$ cat config.mk
export PLATFORM = sky130hd
export DESIGN_NAME = clm_store
export DESIGN_NICKNAME = d
export VERILOG_FILES = /design/src/hdl/clm_pkg.sv /design/src/hdl/clm_store.sv
export SDC_FILE = /design/constraint.sdc
export NUM_CORES = 2
export LEC_CHECK = 0
export ABC_AREA = 0
export BUFFER_PORTS_ARGS = -buffer_cell sky130_fd_sc_hd__buf_2
export CORE_ASPECT_RATIO = 0.7
export CORE_UTILIZATION = 46
export CTS_BUF_LIST = sky130_fd_sc_hd__clkbuf_4
export DETAILED_ROUTE_END_ITERATION = 12
export GPL_TIMING_DRIVEN = 0
export SLEW_MARGIN = 20
export SYNTH_ARGS = -nofsm -noshare
export SYNTH_HDL_FRONTEND = slang
export SYNTH_MEMORY_MAX_BITS = 65536
export SYNTH_SLANG_ARGS = --single-unit
$ cat constraint.sdc
create_clock -name clk -period 2.7 [get_ports clk]
set_input_delay 0.135 -clock clk [delete_from_list [all_inputs] [get_ports clk]]
set_output_delay 0.135 -clock clk [all_outputs]
set_load 0.02 [all_outputs]
$ cat src/hdl/clm_pkg.sv
package clm_pkg;

    localparam int IDX_W   = 7;
    localparam int ENTRIES = 1 << IDX_W;
    localparam int DATA_W  = 32;
    localparam int CNT_W   = 7;
    localparam int STEP_W  = IDX_W + 1;

    typedef enum logic [1:0] {
        OP_CREATE = 2'd0,
        OP_INSERT = 2'd1,
        OP_FIND   = 2'd2,
        OP_DELETE = 2'd3
    } op_t;

    typedef enum logic [1:0] {
        ST_OK       = 2'd0,
        ST_NOSPACE  = 2'd1,
        ST_NOTFOUND = 2'd2,
        ST_BADPOS   = 2'd3
    } status_t;

    typedef enum logic [3:0] {
        S_IDLE,
        S_CREAD0,
        S_CREAD1,
        S_CWR,
        S_IREAD0,
        S_IREAD1,
        S_IREAD2,
        S_IWR1,
        S_IWR2,
        S_WSTART,
        S_WSTEP,
        S_DWR1,
        S_DWR2,
        S_EMIT
    } state_t;

    typedef struct packed {
        logic [IDX_W-1:0]  link_raddr;
        logic              link_we;
        logic [IDX_W-1:0]  link_waddr;
        logic [IDX_W-1:0]  link_wdata;
        logic [IDX_W-1:0]  val_raddr;
        logic              val_we;
        logic [IDX_W-1:0]  val_waddr;
        logic [DATA_W-1:0] val_wdata;
    } mem_req_t;

    typedef struct packed {
        logic [IDX_W-1:0]  link_rdata;
        logic [DATA_W-1:0] val_rdata;
    } mem_rsp_t;

endpackage

$ cat src/hdl/clm_store.sv
module clm_store import clm_pkg::*;
(
    input  logic     clk,
    input  logic     rst_n,
    input  mem_req_t req,
    output mem_rsp_t rsp
);

    logic [IDX_W-1:0]  link_mem [ENTRIES];
    logic [DATA_W-1:0] val_mem  [ENTRIES];

    logic [ENTRIES-1:0] written_reg;
    logic               link_written_reg;
    logic [IDX_W-1:0]   link_addr_reg;
    logic [IDX_W-1:0]   link_q_reg;
    logic [DATA_W-1:0]  val_q_reg;
    logic [IDX_W-1:0]   link_init;

    // entries never written read as the free chain: i -> i+1, last -> null
    always_ff @(posedge clk or negedge rst_n)
    begin
        if (!rst_n)
        begin
            written_reg      <= '0;
            link_written_reg <= 1'b0;
        end
        else
        begin
            link_written_reg <= written_reg[req.link_raddr];
            if (req.link_we)
            begin
                written_reg[req.link_waddr] <= 1'b1;
            end
        end
    end

    always_ff @(posedge clk)
    begin
        if (req.link_we)
        begin
            link_mem[req.link_waddr] <= req.link_wdata;
        end
        link_q_reg    <= link_mem[req.link_raddr];
        link_addr_reg <= req.link_raddr;
    end

    always_ff @(posedge clk)
    begin
        if (req.val_we)
        begin
            val_mem[req.val_waddr] <= req.val_wdata;
        end
        val_q_reg <= val_mem[req.val_raddr];
    end

    assign link_init = (link_addr_reg == IDX_W'(ENTRIES - 1)) ? '0 : link_addr_reg + 1'b1;

    assign rsp.link_rdata = link_written_reg ? link_q_reg : link_init;
    assign rsp.val_rdata  = val_q_reg;

endmodule

[Yosys cells after proc, flatten, opt, wreduce, memory -nomap -nowiden]
Memories as Yosys holds them, arrays and structs flattened. A register that Yosys moved wholly into a read port is not among the register bits.
Cells that the tools add are included.
Operators by class
  eq/ne operators: 1
  bitwise logic cells: 1
  order comparisons: 3
  muxes and demuxes: 10
  add/sub/neg operators: 1
  reduce and logical (&&, ||, !) cells: 1
Operators by type and width (count)
  OR 128 bit: 1
  < comparator 7 x 8 -> 1 bit (second input constant): 2
  2-to-1 mux 7 bit: 2
  adder 7 x 1 -> 7 bit (second input constant): 1
  binary-select mux 1 bit (select 7 bit): 1
  demux 1 bit (select 7 bit): 1
  equality test 7 bit (second input constant): 1
  greater-or-equal comparator 7 x 1 -> 1 bit (second input constant): 1
  2-to-1 mux 1 bit: 6
  logical AND 1 bit: 1
Storage, ports and cells
  output and inout bits: 39
  logic and storage cells: 22
  bits in registers: 136
  bits in writable memories: 4992
  memories kept: 2
Memories
  val_mem: words 128, bits a word 32, read ports 1, clocked after memory_dff 1, wr ports 1, RTL line clm_store.sv:10  | logic [DATA_W-1:0] val_mem [ENTRIES];
  link_mem: words 128, bits a word 7, read ports 1, clocked after memory_dff 1, wr ports 1, RTL line clm_store.sv:9  | logic [IDX_W-1:0] link_mem [ENTRIES];

[Depth between registers and ports, before layout]
  depth in word-level cells: 5
  depth in mapped cells: 8

[Worst setup path before layout]
No wires, ideal clock.
  path kind: input to register
  from: input req[37] (netlist bit)
  to: memory val_mem[32][0] (enable)
  arrival: 3023 ps
  setup slack: -784 ps
  stages: 4
  path buffers: 0
  setup time: 461 ps
  required time: 2239 ps
  path through: nor2b_1 -> nor4bb_1 -> nand2b_1 -> nor3_1
RTL lines
  start, declared: RTL line clm_store.sv:5  | input mem_req_t req,
  end, declared: RTL line clm_store.sv:10
No word-level cell before the write port.

==> results.yml <==
run_status:
  status: "finished with violations"
  failing_checks: "setup timing"
yosys:
  post_synth_most_frequent_cells: "4992 x sky130_fd_sc_hd__edfxtp_1, 1680 x sky130_fd_sc_hd__mux4_2, 261 x sky130_fd_sc_hd__nor2_1"
  synth_enable_flop_cells: 4992
  synthMostInstantiatedCell: "sky130_fd_sc_hd__edfxtp_1"
  synthSimpleGateAreaFrac_pct: 1.12
  ys.flop_type: "sky130_fd_sc_hd__edfxtp_1"
  synthAdderAreaFrac_pct: 0.00637
  synth_top_area_cell: "sky130_fd_sc_hd__edfxtp_1"
  muxShareOfSynthArea_pct: 19.5
  synth_instances: 7774
  synth.lib_cells_used.distinct: 26
  syn_nets: 7846
  syn_avg_cell_area_um2: 25.3
  synthesis.yosys.warnings: 0
  synth.yosys.seq_area_share_pct: 78.5
  total_standard_cell_area_after_synthesis_um2: 196000
  ys_async_sr_fraction_pct: 2.50
  post_synthesis_compound_gate_area_fraction_pct: 0.0191
  synth_top_family_by_area: "multiplexers"
  proportion_of_netlist_area_held_by_the_largest_area_contributor_pct: 76.4
  ys_ff_latch: 5167
  ys_top_cells_by_area: "sky130_fd_sc_hd__edfxtp_1 76%, sky130_fd_sc_hd__mux4_2 19%, sky130_fd_sc_hd__dfrtp_1 1.6%"
  synth_xor_area_share_pct: 0.0223
grt:
  via_count_of_the_first_global_routing_pass: 98400
  overflow: 0
  grt_pass1_wl_mm: 763
  grt_start_max_net_pins: 102
  groute.usage.overall_pct: 25.9
  grt_antenna_before_repair: 103
floorplan:
  chipHeight_um: 549
  floorplan.io_pins: 110
  site_row_count: 200
  start_util_pct: 46.3
  die_x_um: 783
  die-area_um2: 429000
  placeableCoreArea_um2: 424000
clock_tree:
  clock_tree_from_tritoncts: "built"
  h-tree-depth: 7
  cts_buffer_depth: 5
  clk_pin_slew_ns: 0.07
  cts.sinks: 5167
  cell_chosen_for_the_clock_root: "sky130_fd_sc_hd__clkbuf_4"
  worst_skew_pair.late_latency_ns: 1.75
  number_of_buffers_added_by_the_clock_tree_synthesis_step: 1293
worst_setup_path:
  critical_path_required_ns: 2.57
  worst_ep_arrival_time_ns: 3.07
  critical-path-slowest-cell: "sky130_fd_sc_hd__dfxtp_4"
  cp_cell_sequence: "ha_4, and3_4, buf_4, xnor2_1, o21ai_1, buf_4"
  criticalPathCategory: "flip-flop to output port"
  critPathCaptureType: "output port"
  max_stage_delay_ns: 0.37
  setup_crit_start_kind: "flip-flop"
  worstPathBufferInverterCount: 2
  worst-path-max-fanout: 2
  worst_path_most_repeated_cell: "sky130_fd_sc_hd__buf_4"
  worst_path_top_cell_family_by_delay: "flip-flops"
final_layout:
  drive_gt1_share_pct: 43.3
  nets: 9745
  largest_reg_flops: 4096
  final_core_util_pct: 54.1
  layout-area-overhead-vs-synth_pct: 17.0
  num-fill-cells: 32000
  seqCellArea_um2: 154000
  multi_input_area_um2: 41700
  postLayoutCellArea_um2: 230000
place:
  gp_congestion: 0.925
  placed_cell_area_um2: 211000
  port-buffer-count: 99
  dp_hpwl_mm: 371
  dp_slack_ns: -1.70
route:
  antenna_violating_nets_post_route: 0
  dr.pass1.iters: 7
  via_count: 99100
  via_per_inst: 6.12
  drtIter0Drc: 14300
  finalWirelength_mm: 553
  drc_errors: 0
  detail_route.wl_per_cell_um: 34.1
timing:
  final.hold.worst_slack_ns: 0.146
  final_critical_delay_including_setup_and_external_delays_ns: 3.21
  rsz0062_at_grt: "yes"
  timing.fmax_mhz: 312
  hold_violations: 0
  setup_viol_count_final: 364
  postLayoutSetupSlackWorst_ns: -0.508
  fin_worst_skew_ns: 0.185
  maxSlewHeadroom_pct: 15.3
  tightestPinTransition_ns: 1.27
  max_transition_viols_final: 0
  finalCritPeriodShare_pct: 119
power:
  cellLeakagePower_nw: 73.6
  power.density_cell_area_nw_per_um2: 709
  peak_supply_drop_mv: 0.470
job:
  cap_violations: 0
worst_hold_path:
  hold_class: "primary input to flip-flop"
-- tightest hold or removal path, stage by stage --
cell and delay (ns):
sky130_fd_sc_hd__dlygate4sd3_1 0.52, sky130_fd_sc_hd__buf_2 0.09, sky130_fd_sc_hd__dlygate4sd3_1 0.55, sky130_fd_sc_hd__dlygate4sd3_1 0.55
-- worst paths after layout --
kind	to	slack, ns	startpoint	cells past startpoint
worst max-delay path	rsp[36]	-0.51	link_addr_reg[1]$_DFF_P_	6
worst min-delay path	link_addr_reg[4]$_DFF_P_	0.15	req[66]	4
worst max register to register	val_q_reg[16]$_DFF_P_	-0.04	val_mem[5][16]$_DFFE_PP_	4
worst min register to register	written_reg[95]$_DFFE_PN0P_	0.46	written_reg[95]$_DFFE_PN0P_	1
max in group asynchronous	written_reg[92]$_DFFE_PN0P_	1.10	rst_n	7
min in group asynchronous	written_reg[2]$_DFFE_PN0P_	0.71	rst_n	6
-- metal layers --
layer	track usage (%)	routed length, um	up-vias
met4	8.24	12000	46
met3	11.2	84100	812
met2	32.9	223000	6503
met5	0	282	-
met1	40.0	234000	53200
li1	-	-	38500
-- kinds of logic (layout without fill, tap and decap cells) --
kind of cell / after synthesis / count (layout)
flops: 5167 / 5167
mux: 1721 / 1721
simple gates: 472 / 472
buf+inv: 402 / 3117
compound gates: 6 / 6
xor+xnor: 5 / 5
fa+ha+maj: 1 / 1
other cells: 0 / 58
-- metrics by stage --
step / std cells / power (W) / TNS, ns
after floorplan: 7774 / 0.0952 / -23.90
after global placement: 13500 / 0.100 / -
after detailed placement: 13800 / 0.101 / -2590.16
after CTS: 16100 / 0.164 / -224.33
after global routing: 16200 / 0.168 / -3.97
final: 16200 / 0.163 / -22.53
-- cell type report --
type                            instances  share of cell area [%]
Buffer                                401                   0.802
Sequential cell                      5167                    67.1
Timing Repair Buffer                  604                    4.20
Antenna cell                           58                  0.0632
Tap cell                             5656                    3.08
Inverter                                1                 0.00163
Clock inverter                        261                   0.612
Multi-Input combinational cell       2205                    18.1
Clock buffer                         1850                    6.04
-- power by group --
part | internal, W | total, W | leakage (nW) | switching (W)
clock network | 0.0326 | 0.0632 | 9.20 | 0.0305
logic | 0.00415 | 0.0109 | 17.5 | 0.00676
registers | 0.0885 | 0.0887 | 47.0 | 0.000250
-- repair_timing --
action,in CTS,in global routing
buffers inserted,2,33
hold buffers,239,10
pin swaps,4,25
setup endpoints to repair,11,1465
resized for setup,28,39
hold endpoints to repair,10000,49
-- cells in the final DEF (no fill, tap or decap), types with 12 or more instances in the layout --
cell type / count
sky130_fd_sc_hd__clkbuf_2: 93
sky130_fd_sc_hd__buf_6: 46
sky130_fd_sc_hd__nand3_1: 19
sky130_fd_sc_hd__clkbuf_1: 144
sky130_fd_sc_hd__or2_2: 128
sky130_fd_sc_hd__mux2_2: 33
sky130_fd_sc_hd__clkinv_2: 22
sky130_fd_sc_hd__clkinv_1: 209
sky130_fd_sc_hd__clkbuf_4: 1853
sky130_fd_sc_hd__dfrtp_1: 129
sky130_fd_sc_hd__buf_16: 155
sky130_fd_sc_hd__buf_12: 109
sky130_fd_sc_hd__nand2_1: 31
sky130_fd_sc_hd__nor2b_1: 14
sky130_fd_sc_hd__buf_4: 30
sky130_fd_sc_hd__bufinv_16: 15
sky130_fd_sc_hd__mux4_2: 1680
sky130_fd_sc_hd__edfxtp_1: 4992
sky130_fd_sc_hd__dlygate4sd3_1: 205
sky130_fd_sc_hd__diode_2: 58
sky130_fd_sc_hd__buf_2: 199
sky130_fd_sc_hd__buf_8: 12
sky130_fd_sc_hd__inv_2: 14
sky130_fd_sc_hd__nor2_4: 125
sky130_fd_sc_hd__dfxtp_1: 40
sky130_fd_sc_hd__nor2_1: 136
Note: power is estimated with default switching activity, not from simulation.
